$ cat src/design/fpa_pkg.sv
// ----------------------------------------------------------------------------
// fpa_pkg: shared types and helpers of the fixed-point alu
// operation codes, status codes, queue entry layout and saturation helpers
// ----------------------------------------------------------------------------
package fpa_pkg;

	localparam int FRAC_BITS_DEF = 8;
	localparam int QUEUE_DEPTH   = 2;

	typedef enum logic [3:0] {
		OP_ADD     = 4'd0,
		OP_SUB     = 4'd1,
		OP_MUL     = 4'd2,
		OP_DIV     = 4'd3,
		OP_EQ      = 4'd4,
		OP_NE      = 4'd5,
		OP_LT      = 4'd6,
		OP_LE      = 4'd7,
		OP_GT      = 4'd8,
		OP_GE      = 4'd9,
		OP_MIN     = 4'd10,
		OP_MAX     = 4'd11,
		OP_INC     = 4'd12,
		OP_DEC     = 4'd13,
		OP_TOINT   = 4'd14,
		OP_FROMINT = 4'd15
	} op_t;

	typedef enum logic [1:0] {
		ST_OK   = 2'd0,
		ST_OVF  = 2'd1,
		ST_DIV0 = 2'd2
	} status_t;

	// classified request as it waits between front and back
	typedef struct packed {
		op_t                op;
		logic signed [31:0] a;
		logic signed [31:0] b;
		logic        [31:0] ma;
		logic        [31:0] mb;
		logic               neg;
		logic               bzero;
	} entry_t;

	// handshake between the back end and the divider
	typedef struct packed {
		logic busy;
		logic done;
		logic round_up;
	} div_stat_t;

	typedef struct packed {
		logic        [31:0] word;
		logic               ovf;
	} sat_t;

	// saturate a signed value to 32 bits
	function automatic sat_t clamp_sgn(logic signed [63:0] v);
		sat_t r;
		r.ovf = 1'b0;
		r.word = v[31:0];
		if (v > 64'sh7FFF_FFFF) begin
			r.ovf = 1'b1;
			r.word = 32'h7FFF_FFFF;
		end else if (v < -64'sh8000_0000) begin
			r.ovf = 1'b1;
			r.word = 32'h8000_0000;
		end
		return r;
	endfunction

	// apply sign to a magnitude and saturate
	function automatic sat_t clamp_mag(logic [63:0] m, logic neg);
		sat_t r;
		logic [63:0] n;
		n = (~m) + 64'd1;
		r.ovf = 1'b0;
		r.word = neg ? n[31:0] : m[31:0];
		if (neg && m > 64'h8000_0000) begin
			r.ovf = 1'b1;
			r.word = 32'h8000_0000;
		end else if (!neg && m > 64'h7FFF_FFFF) begin
			r.ovf = 1'b1;
			r.word = 32'h7FFF_FFFF;
		end
		return r;
	endfunction

endpackage

$ cat src/design/fpa_front.sv
// ----------------------------------------------------------------------------
// fpa_front: request classification
// decodes the operation and precomputes operand magnitudes and result sign
// ----------------------------------------------------------------------------
module fpa_front (
	input  logic [3:0]         func,
	input  logic signed [31:0] operand_a,
	input  logic signed [31:0] operand_b,
	output fpa_pkg::entry_t    entry
);

	logic [31:0] ma;
	logic [31:0] mb;

	assign ma = operand_a[31] ? (~operand_a) + 32'd1 : operand_a;
	assign mb = operand_b[31] ? (~operand_b) + 32'd1 : operand_b;

	always_comb begin
		entry.op    = fpa_pkg::op_t'(func);
		entry.a     = operand_a;
		entry.b     = operand_b;
		entry.ma    = ma;
		entry.mb    = mb;
		entry.bzero = (operand_b == 32'sd0);
		case (fpa_pkg::op_t'(func))
			fpa_pkg::OP_MUL, fpa_pkg::OP_DIV: entry.neg = operand_a[31] ^ operand_b[31];
			default: entry.neg = operand_a[31];
		endcase
	end

endmodule

$ cat src/design/fpa_queue.sv
// ----------------------------------------------------------------------------
// fpa_queue: short request queue
// decouples the front from the back end
// ----------------------------------------------------------------------------
module fpa_queue (
	input  logic            clk,
	input  logic            arst_n,
	input  logic            push,
	input  fpa_pkg::entry_t push_data,
	output logic            full,
	input  logic            pop,
	output logic            not_empty,
	output fpa_pkg::entry_t pop_data
);

	localparam int Depth = fpa_pkg::QUEUE_DEPTH;
	localparam int PtrW  = (Depth > 1) ? $clog2(Depth) : 1;

	fpa_pkg::entry_t        mem_q [Depth];
	logic [PtrW-1:0]        wr_q;
	logic [PtrW-1:0]        rd_q;
	logic [$clog2(Depth+1)-1:0] cnt_q;

	assign full      = (cnt_q == ($clog2(Depth+1))'(Depth));
	assign not_empty = (cnt_q != '0);
	assign pop_data  = mem_q[rd_q];

	always_ff @(posedge clk) begin
		if (push) mem_q[wr_q] <= push_data;
	end

	always_ff @(posedge clk or negedge arst_n) begin
		if (!arst_n) begin
			wr_q  <= '0;
			rd_q  <= '0;
			cnt_q <= '0;
		end else begin
			if (push) wr_q <= (wr_q == PtrW'(Depth-1)) ? '0 : wr_q + PtrW'(1);
			if (pop)  rd_q <= (rd_q == PtrW'(Depth-1)) ? '0 : rd_q + PtrW'(1);
			case ({push, pop})
				2'b10:   cnt_q <= cnt_q + 1'b1;
				2'b01:   cnt_q <= cnt_q - 1'b1;
				default: cnt_q <= cnt_q;
			endcase
		end
	end

endmodule

$ cat src/design/fpa_div.sv
// ----------------------------------------------------------------------------
// fpa_div: iterative unsigned divider
// restoring division, one quotient bit per cycle, with half-up round bit
// ----------------------------------------------------------------------------
module fpa_div #(
	parameter int FRAC_BITS = fpa_pkg::FRAC_BITS_DEF
) (
	input  logic                  clk,
	input  logic                  arst_n,
	input  logic                  start,
	input  logic [31+FRAC_BITS:0] numer,
	input  logic [31:0]           denom,
	output logic [31+FRAC_BITS:0] quo,
	output fpa_pkg::div_stat_t    stat
);

	localparam int W    = 32 + FRAC_BITS;
	localparam int CntW = $clog2(W + 1);

	logic [W-1:0]    quo_q;
	logic [32:0]     rem_q;
	logic [31:0]     d_q;
	logic [CntW-1:0] cnt_q;
	logic            busy_q;
	logic            done_q;
	logic [32:0]     rem_sh;
	logic            fits;

	assign rem_sh = {rem_q[31:0], quo_q[W-1]};
	assign fits   = (rem_sh >= {1'b0, d_q});
	assign quo    = quo_q;

	assign stat.busy     = busy_q;
	assign stat.done     = done_q;
	assign stat.round_up = ({rem_q, 1'b0} >= {2'b00, d_q});

	always_ff @(posedge clk) begin
		if (start) begin
			quo_q <= numer;
			rem_q <= '0;
			d_q   <= denom;
		end else if (busy_q) begin
			quo_q <= {quo_q[W-2:0], fits};
			rem_q <= fits ? rem_sh - {1'b0, d_q} : rem_sh;
		end
	end

	always_ff @(posedge clk or negedge arst_n) begin
		if (!arst_n) begin
			cnt_q  <= '0;
			busy_q <= 1'b0;
			done_q <= 1'b0;
		end else if (start) begin
			cnt_q  <= CntW'(W);
			busy_q <= 1'b1;
			done_q <= 1'b0;
		end else if (busy_q) begin
			cnt_q <= cnt_q - 1'b1;
			if (cnt_q == CntW'(1)) begin
				busy_q <= 1'b0;
				done_q <= 1'b1;
			end
		end
	end

endmodule

$ cat src/design/fpa_back.sv
// ----------------------------------------------------------------------------
// fpa_back: execution back end
// executes one stage, finishes multiply and divide, holds the result register
// ----------------------------------------------------------------------------
module fpa_back #(
	parameter int FRAC_BITS = fpa_pkg::FRAC_BITS_DEF
) (
	input  logic               clk,
	input  logic               arst_n,
	input  logic               q_valid,
	input  fpa_pkg::entry_t    q_data,
	output logic               q_pop,
	output logic               out_valid,
	input  logic               out_ready,
	output logic signed [31:0] result_word,
	output logic               compare_true,
	output logic [1:0]         status
);

	localparam int W = 32 + FRAC_BITS;

	logic               s1_valid_q;
	fpa_pkg::op_t       op_s1;
	logic [31:0]        res_s1;
	logic               cmp_s1;
	fpa_pkg::status_t   st_s1;
	logic [63:0]        prod_s1;
	logic               neg_s1;
	logic               divwait_s1;

	logic               out_valid_q;
	logic [31:0]        res_q;
	logic               cmp_q;
	fpa_pkg::status_t   st_q;

	logic               out_free;
	logic               s1_adv;
	logic               s1_load;
	logic               div_start;
	logic [W-1:0]       div_quo;
	fpa_pkg::div_stat_t div_st;

	logic [31:0]        c_res;
	logic               c_cmp;
	fpa_pkg::status_t   c_st;
	logic               c_divwait;
	fpa_pkg::sat_t      c_sat;
	logic signed [63:0] a64;
	logic signed [63:0] b64;
	logic [31:0]        tmag;

	logic [63:0]        mround;
	fpa_pkg::sat_t      f_sat;

	assign out_free  = !out_valid_q || out_ready;
	assign s1_adv    = s1_valid_q && out_free && (!divwait_s1 || div_st.done);
	assign s1_load   = q_valid && (!s1_valid_q || s1_adv);
	assign q_pop     = s1_load;
	assign div_start = s1_load && (q_data.op == fpa_pkg::OP_DIV) && !q_data.bzero;

	fpa_div #(.FRAC_BITS(FRAC_BITS)) u_div (
		.clk    (clk),
		.arst_n (arst_n),
		.start  (div_start),
		.numer  ({q_data.ma, {FRAC_BITS{1'b0}}}),
		.denom  (q_data.mb),
		.quo    (div_quo),
		.stat   (div_st)
	);

	// combinational execute of the request at the queue head
	always_comb begin
		a64       = 64'(q_data.a);
		b64       = 64'(q_data.b);
		tmag      = q_data.ma >> FRAC_BITS;
		c_res     = '0;
		c_cmp     = 1'b0;
		c_st      = fpa_pkg::ST_OK;
		c_divwait = 1'b0;
		c_sat     = '0;
		case (q_data.op)
			fpa_pkg::OP_ADD:  c_sat = fpa_pkg::clamp_sgn(a64 + b64);
			fpa_pkg::OP_SUB:  c_sat = fpa_pkg::clamp_sgn(a64 - b64);
			fpa_pkg::OP_INC:  c_sat = fpa_pkg::clamp_sgn(a64 + 64'sd1);
			fpa_pkg::OP_DEC:  c_sat = fpa_pkg::clamp_sgn(a64 - 64'sd1);
			fpa_pkg::OP_FROMINT:
				c_sat = fpa_pkg::clamp_mag({32'd0, q_data.ma} << FRAC_BITS, q_data.neg);
			default: c_sat = '0;
		endcase
		case (q_data.op)
			fpa_pkg::OP_ADD, fpa_pkg::OP_SUB, fpa_pkg::OP_INC, fpa_pkg::OP_DEC,
			fpa_pkg::OP_FROMINT: begin
				c_res = c_sat.word;
				c_st  = c_sat.ovf ? fpa_pkg::ST_OVF : fpa_pkg::ST_OK;
			end
			fpa_pkg::OP_DIV: begin
				if (q_data.bzero) c_st = fpa_pkg::ST_DIV0;
				else c_divwait = 1'b1;
			end
			fpa_pkg::OP_EQ:  c_cmp = (q_data.a == q_data.b);
			fpa_pkg::OP_NE:  c_cmp = (q_data.a != q_data.b);
			fpa_pkg::OP_LT:  c_cmp = (q_data.a <  q_data.b);
			fpa_pkg::OP_LE:  c_cmp = (q_data.a <= q_data.b);
			fpa_pkg::OP_GT:  c_cmp = (q_data.a >  q_data.b);
			fpa_pkg::OP_GE:  c_cmp = (q_data.a >= q_data.b);
			fpa_pkg::OP_MIN: c_res = (q_data.a <= q_data.b) ? q_data.a : q_data.b;
			fpa_pkg::OP_MAX: c_res = (q_data.a >= q_data.b) ? q_data.a : q_data.b;
			fpa_pkg::OP_TOINT: c_res = q_data.neg ? (~tmag) + 32'd1 : tmag;
			default: c_res = '0;
		endcase
	end

	always_ff @(posedge clk) begin
		if (s1_load) begin
			op_s1      <= q_data.op;
			res_s1     <= c_res;
			cmp_s1     <= c_cmp;
			st_s1      <= c_st;
			prod_s1    <= 64'(q_data.ma) * 64'(q_data.mb);
			neg_s1     <= q_data.neg;
			divwait_s1 <= c_divwait;
		end
	end

	// finish multiply and divide
	always_comb begin
		mround = prod_s1 + (64'd1 << (FRAC_BITS - 1));
		if (op_s1 == fpa_pkg::OP_MUL)
			f_sat = fpa_pkg::clamp_mag(mround >> FRAC_BITS, neg_s1);
		else
			f_sat = fpa_pkg::clamp_mag(64'(div_quo) + 64'(div_st.round_up), neg_s1);
	end

	always_ff @(posedge clk) begin
		if (s1_adv) begin
			cmp_q <= cmp_s1;
			if (op_s1 == fpa_pkg::OP_MUL || divwait_s1) begin
				res_q <= f_sat.word;
				st_q  <= f_sat.ovf ? fpa_pkg::ST_OVF : fpa_pkg::ST_OK;
			end else begin
				res_q <= res_s1;
				st_q  <= st_s1;
			end
		end
	end

	always_ff @(posedge clk or negedge arst_n) begin
		if (!arst_n) begin
			s1_valid_q  <= 1'b0;
			out_valid_q <= 1'b0;
		end else begin
			if (s1_load) s1_valid_q <= 1'b1;
			else if (s1_adv) s1_valid_q <= 1'b0;
			if (s1_adv) out_valid_q <= 1'b1;
			else if (out_ready) out_valid_q <= 1'b0;
		end
	end

	assign out_valid    = out_valid_q;
	assign result_word  = res_q;
	assign compare_true = cmp_q;
	assign status       = st_q;

`ifndef SYNTHESIS
	// a divide never starts while the divider still works on the one before
	a_div_no_overlap: assert property (@(posedge clk) disable iff (!arst_n)
		div_start |-> !div_st.busy) else $error("divide started while busy");
	// a waiting divide leaves stage one only with a finished quotient
	a_div_done: assert property (@(posedge clk) disable iff (!arst_n)
		(s1_adv && divwait_s1) |-> (div_st.done && !div_st.busy))
		else $error("divide left before done");
	// a comparison result never comes with a nonzero status
	a_cmp_ok: assert property (@(posedge clk) disable iff (!arst_n)
		(out_valid_q && cmp_q) |-> (st_q == fpa_pkg::ST_OK))
		else $error("compare with status");
	// a result that waits is held
	a_hold: assert property (@(posedge clk) disable iff (!arst_n)
		(out_valid_q && !out_ready) |=> (out_valid_q && $stable(res_q)))
		else $error("stalled result changed");
`endif

endmodule

$ cat src/design/fixed_point_alu.sv
// ----------------------------------------------------------------------------
// fixed_point_alu: signed fixed-point alu on 32-bit raw words
// add, sub, mul, div, compares, min/max, inc/dec and integer conversion
// ----------------------------------------------------------------------------
//  channel | handshake             | payload
//  input   | in_valid / in_ready   | func, operand_a, operand_b
//  output  | out_valid / out_ready | result_word, compare_true, status
//
//  one request per cycle for every operation but divide while the output is taken; a result
//  is registered in the queue, in the execute stage and in the output register
//  divide holds the execute stage until the bit-serial divider is done
//  multiply is one 32x32 product registered, then rounded on the way to the output
//  a two-entry queue parts the front from the back end, so input keeps
//  flowing for two more requests while a result waits or a divide runs
//  arst_n clears the queue pointers and all valid flags
module fixed_point_alu #(
	parameter int FRAC_BITS = fpa_pkg::FRAC_BITS_DEF
) (
	input  logic               clk,
	input  logic               arst_n,
	input  logic               in_valid,
	output logic               in_ready,
	input  logic [3:0]         func,
	input  logic signed [31:0] operand_a,
	input  logic signed [31:0] operand_b,
	output logic               out_valid,
	input  logic               out_ready,
	output logic signed [31:0] result_word,
	output logic               compare_true,
	output logic [1:0]         status
);

	fpa_pkg::entry_t front_entry;
	fpa_pkg::entry_t head_entry;
	logic            q_full;
	logic            q_not_empty;
	logic            q_pop;
	logic            push;

	// request enters the queue whenever there is room
	assign in_ready = !q_full;
	assign push     = in_valid && in_ready;

	// decode and operand magnitudes
	fpa_front u_front (
		.func      (func),
		.operand_a (operand_a),
		.operand_b (operand_b),
		.entry     (front_entry)
	);

	fpa_queue u_queue (
		.clk       (clk),
		.arst_n    (arst_n),
		.push      (push),
		.push_data (front_entry),
		.full      (q_full),
		.pop       (q_pop),
		.not_empty (q_not_empty),
		.pop_data  (head_entry)
	);

	// execute, finish and hold the result
	fpa_back #(.FRAC_BITS(FRAC_BITS)) u_back (
		.clk          (clk),
		.arst_n       (arst_n),
		.q_valid      (q_not_empty),
		.q_data       (head_entry),
		.q_pop        (q_pop),
		.out_valid    (out_valid),
		.out_ready    (out_ready),
		.result_word  (result_word),
		.compare_true (compare_true),
		.status       (status)
	);

endmodule

$ cat config.mk
export PLATFORM = sky130hd
export DESIGN_NAME = fixed_point_alu
export DESIGN_NICKNAME = d
export VERILOG_FILES = /design/src/design/fpa_pkg.sv /design/src/design/fpa_front.sv /design/src/design/fpa_queue.sv /design/src/design/fpa_div.sv /design/src/design/fpa_back.sv /design/src/design/fixed_point_alu.sv
export SDC_FILE = /design/constraint.sdc
export NUM_CORES = 2
export LEC_CHECK = 0
export ABC_AREA = 0
export ABC_CLOCK_PERIOD_IN_PS = 13000
export BUFFER_PORTS_ARGS = -buffer_cell sky130_fd_sc_hd__buf_4
export CAP_MARGIN = 0
export CORE_ASPECT_RATIO = 2
export CORE_UTILIZATION = 65
export CTS_CLUSTER_DIAMETER = 100
export DETAILED_ROUTE_END_ITERATION = 8
export PLACE_DENSITY = 0.9
export SYNTH_ARGS = -nofsm -noshare
export SYNTH_HDL_FRONTEND = slang
export SYNTH_SLANG_ARGS = --single-unit
$ cat constraint.sdc
create_clock -name clk -period 13 [get_ports clk]
set_input_delay 2.6 -clock clk [delete_from_list [all_inputs] [get_ports clk]]
set_output_delay 2.6 -clock clk [all_outputs]
set_load 0.01 [all_outputs]
==> summary.md, run 1 <==
| Metric | Value |
|---|---|
| Most frequent cell after synthesis | inv_1 |
| Hold Buf Count CTS | 0 |
| Number of flops mapped to enable cells by yosys | 461 |
| GRT overflow | 430 |
| Clk sinks | 516 |
| Chip Height | 454 µm |
| Number of setup buffers added after CTS | 0 |
| Initial Util | 0.656 |
| Gpl congestion | 1.16 |
| Clk root buf | clkbuf_16 |
| Most used DFF post-synth | edfxtp_1 |
| Placed Area | 0.0690 mm² |
| Dominant cells by area after synthesis | fa_1 (27%), edfxtp_1 (21%), ha_1 (7.0%) |
| #FFs+latches synth | 516 |
| Total CTS buffers | 48 |
| Register area share after synthesis | 0.226 |
| Synth cell count leaders | inv_1 (1,117), nor2_1 (908), fa_1 (898), nand2_1 (690), edfxtp_1 (461) |
| First-pass GRT wire length | 500,000 µm |
| Die X | 228 µm |
| Synth async-reset ratio | 0.0271 |
| Mapped Cells | 7,260 |
| Clock Path Buffers | 3 |
| Ys Warns | 0 |
| Post-DP HPWL | 231,000 µm |
| Mapped Nets | 8,603 |
| Run Error | [ERROR GRT-0116] Global routing finished with congestion. Check the congestion regions in the DRC Viewer. |
| Synth unique cells | 101 |
| Largest net degree at the start of global routing | 95 |
| Cell Area, Synth | 0.0664 mm² |
| IO buf count | 108 |
| Status | aborted with a tool error |
| I/O pin total | 109 |
| Mean post-synth cell area | 9.14 µm² |
| Stopped at | global routing (5_1_grt) |
| H-tree depth | 2 |
| Area leader, netlist | fa_1 |
| FP Rows | 165 |
| Placed cell count | 8,506 |
| Aggregate global-route resource usage | 0.667 |
| Vias in the first global route | 68,600 |
| Synth top area share | 0.271 |
| Post_cts resized | 0 |
## cells by family after synthesis
family,after synthesis,synth area share
flip-flops,516,0.226
buffers and inverters,1499,0.0868
AO/OA/AOI/OAI,1106,0.111
adder cells (fa/ha/maj),1273,0.341
multiplexers,182,0.0285
AND/OR/NAND/NOR,2303,0.156
XOR/XNOR,381,0.0503
## per-stage QoR
stage	worst slack, ns	utilization
after detailed placement	2.23	0.682
after CTS	2.20	0.697
after floorplan	1.95	-
after global placement	2.35	0.682
## metal layers
metal,overflow,global-route usage
met1,0,0.631
met2,228,0.929
met3,0,0.395
met4,200,0.769
met5,2,0.0849
==> run 2, diff against run 1 <==
CORE_ASPECT_RATIO = unset   (was 2)
CORE_UTILIZATION = 40   (was 65)
CTS_CLUSTER_DIAMETER = unset   (was 100)
PLACE_DENSITY = unset   (was 0.9)
PLACE_DENSITY_LB_ADDON = 0.15   (was unset)
==> run 2 against run 1 <==
The flow now finishes without violations; synthesized cell count unchanged; area after synthesis unchanged.
==> summary.md, run 2 <==
| Metric | Value |
|---|---|
| Mapped Cells | 7,260 (unchanged) |
| Worst Hold Launch | u_back.cmp_s1 |
| Mean post-synth cell area | 9.14 µm² (unchanged) |
| Slew @ Worst Pin | 1.39 ns |
| Number of setup buffers added after CTS | 0 (unchanged) |
| Synth cell count leaders | inv_1 (1,117), nor2_1 (908), fa_1 (898), nand2_1 (690), edfxtp_1 (461) (unchanged) |
| CP endpoint kind | flop |
| GR peak layer | met2 |
| Area leader, netlist | fa_1 (unchanged) |
| Gpl congestion | 1.02 (was 1.16) |
| WP buf/inv | 6 |
| Arr. time, crit path | 11.54 ns |
| # fillers | 16,300 |
| Max reg flops | 264 |
| R2R Setup Slk | 1.89 ns |
| I/O pin total | 109 (unchanged) |
| Die area | 0.168 mm² |
| Kind of critical path | flop to flop |
| #FFs+latches synth | 516 (unchanged) |
| Commonest non-fill, non-tap cells in the layout | inv_1 (1,114), nor2_1 (904), fa_1 (898) |
| Clk root buf | clkbuf_16 (unchanged) |
| NumNets Final | 8,591 |
| GR Util met2 | 0.524 |
| Clock Path Buffers | 3 (unchanged) |
| Wire per inst | 29.7 µm |
| M1 GR Usage | 0.425 |
| GRT overflow | 0 |
| Hold Crit Endpoint | u_back.compare_true |
| Total CTS buffers | 61 (was 48) |
| CP max-delay cell | mux2i_4 |
| Max incr delay on CP | 1.06 ns |
| Most flops, register | u_queue.mem_q |
| Met3 Usage GRT | 0.0795 |
| Post_cts resized | 0 (unchanged) |
| Initial Util | 0.403 (was 0.656) |
| Synth async-reset ratio | 0.0271 (unchanged) |
| Fmax | 90.0 MHz |
| Area grow syn2layout | 8.94% |
| Die X | 409 µm (was 228 µm) |
| Routed via count | 55,700 |
| Vias in the first global route | 55,400 |
| Register area share after synthesis | 0.226 (unchanged) |
| Final setup violating endpoints | 0 |
| Most used cell, CP | fa_1 |
| 1st-iter DRT viols | 5,780 |
| R2R depth | 27 |
| Synth top area share | 0.271 (unchanged) |
| Register area | 0.0150 mm² |
| FP Rows | 149 (was 165) |
| Hold Path Depth | 0 |
| H-tree depth | 2 (unchanged) |
| Cell Area, Synth | 0.0664 mm² (unchanged) |
| Setup_tns | 0 ns |
| IO buf count | 108 (unchanged) |
| Placed Area | 0.0704 mm² (was 0.0690 mm²) |
| Number of flops mapped to enable cells by yosys | 461 (unchanged) |
| Synth unique cells | 101 (unchanged) |
| Hold Vio Cnt, Final | 0 |
| Hold Buf Count CTS | 0 (unchanged) |
| Mapped Nets | 8,603 (unchanged) |
| Post-route cell area | 0.0723 mm² |
| Clk_lat worst skew | 0.70 ns |
| Largest net degree at the start of global routing | 69 |
| Largest delay contributor family on the critical path | adder cells |
| Worst reg2reg path startpoint | u_queue.rd_q |
| Multi-input gate area | 0.0462 mm² |
| Ys Warns | 0 (unchanged) |
| Clk sinks | 516 (unchanged) |
| Max FO, Critical Path | 55 |
| Fraction of layout cells with a size suffix above 1 | 0.0777 |
| Chip Height | 409 µm (was 454 µm) |
| Vias per inst | 5.86 |
| Max_cap viols | 0 |
| Drt first pass iters | 6 |
| Worst EP required | 13.43 ns |
| Dominant cells by area after synthesis | fa_1 (27%), edfxtp_1 (21%), ha_1 (7.0%) (unchanged) |
| Final critical-path share of the clock period | 0.855 |
| Final routed DRC violation total | 0 |
| Most frequent cell after synthesis | inv_1 (unchanged) |
| Critical path startpoint category | flop |
| Most used DFF post-synth | edfxtp_1 (unchanged) |
| Unrepaired setup endpoints after global routing | false |
| CORE AREA | 0.165 mm² |
| Post-DP HPWL | 227,000 µm (was 231,000 µm) |
| Minimum clock period | 11.11 ns |
| Commonest non-fill, non-tap cell in the layout | inv_1 |
| Max_slew headroom | 0.0626 |
| Count of final max-slew check failures | 0 |
| Worst-path clk slew | 0.06 ns |
| CTS tree | built |
| Final Skew | 0.0695 ns |
| Capture point of the worst reg-to-reg path | u_back.prod_s1[55] |
| Initial antenna violation count | 33 |
| Antenna Nets Post-Route | 0 |
| First-pass GRT wire length | 402,000 µm |
| Aggregate global-route resource usage | 0.334 |
| Routed wire length | 283,000 µm |
| Status | finished, final reports clean (was aborted with a tool error) |
| Worst min path class | flop to flop |
## run 2: layer usage
metal | up-vias | wire [µm]
li1 | 24000 | -
met1 | 28300 | 111000
met2 | 2690 | 126000
met3 | 634 | 26600
met4 | 26 | 18500
met5 | - | 159
## run 2: area by class of cell
class                           count  share of cell area
Antenna cell                       13            0.000450
Clock buffer                       76              0.0220
Sequential cell                   516               0.208
Inverter                         1142              0.0593
Timing Repair Buffer              282              0.0294
Clock inverter                     37             0.00439
Multi-Input combinational cell   5245               0.639
Tap cell                         2189              0.0379
## run 2: worst max path at each step
| stage | slack [ns] | cells after the start | start | endpoint |
|---|---|---|---|---|
| 3_3_place_gp | 2.10 | 29 | u_queue.rd_q | u_back.prod_s1[55] |
| 3_5_place_dp | 1.99 | 30 | u_queue.rd_q | u_back.prod_s1[55] |
| 4_1_cts | 1.95 | 30 | u_queue.rd_q | u_back.prod_s1[55] |
| 2_1_floorplan | 1.95 | 39 | u_queue.rd_q | u_back.prod_s1[55] |
| 5_1_grt | 1.64 | 29 | u_queue.rd_q | u_back.prod_s1[55] |
| 6_report | 1.89 | 27 | u_queue.rd_q | u_back.prod_s1[55] |
## run 2: worst reg2reg max path, stage by stage (launching register included)
cell and delay [ns]:
dfrtp_4 1.01, buf_12 0.52, mux2i_4 1.12, nor2_1 0.26, fa_1 0.59, inv_1 0.06, fa_1 0.65, fa_1 0.48
fa_1 0.52, inv_1 0.05, fa_1 0.47, fa_1 0.52, fa_1 0.55, inv_1 0.06, fa_1 0.52, inv_1 0.05
ha_1 0.51, nand4_1 0.19, or3_1 0.47, a311oi_1 0.30, a21oi_1 0.14, a22o_1 0.39, o31ai_1 0.42, buf_4 0.25
a41oi_1 0.22, nor2b_1 0.22, o21ba_2 0.20, xnor2_1 0.12
## run 2: kinds of logic after synthesis
group	after synthesis	share of synthesized area
AND/OR/NAND/NOR	2303	0.156
adder cells (fa/ha/maj)	1273	0.341
AO/OA/AOI/OAI	1106	0.111
buffers and inverters	1499	0.0868
XOR/XNOR	381	0.0503
multiplexers	182	0.0285
flip-flops	516	0.226
## run 2: per-stage QoR
| step | utilization | setup WS (ns) | std cells | hold WS, ns |
|---|---|---|---|---|
| after global placement | 0.427 | 2.10 | 9374 | 0.414 |
| after detailed placement | 0.427 | 1.99 | 9374 | 0.426 |
| final | 0.439 | 1.89 | 9500 | 0.431 |
| after CTS | 0.439 | 1.95 | 9487 | 0.441 |
| after global routing | 0.439 | 1.64 | 9488 | 0.454 |
| after floorplan | - | 1.95 | 7260 | 0.400 |
Power of run 2 is left out: the tool's default activity adds up to more than one toggle a clock period on the data nets, which glitch-free logic cannot reach.
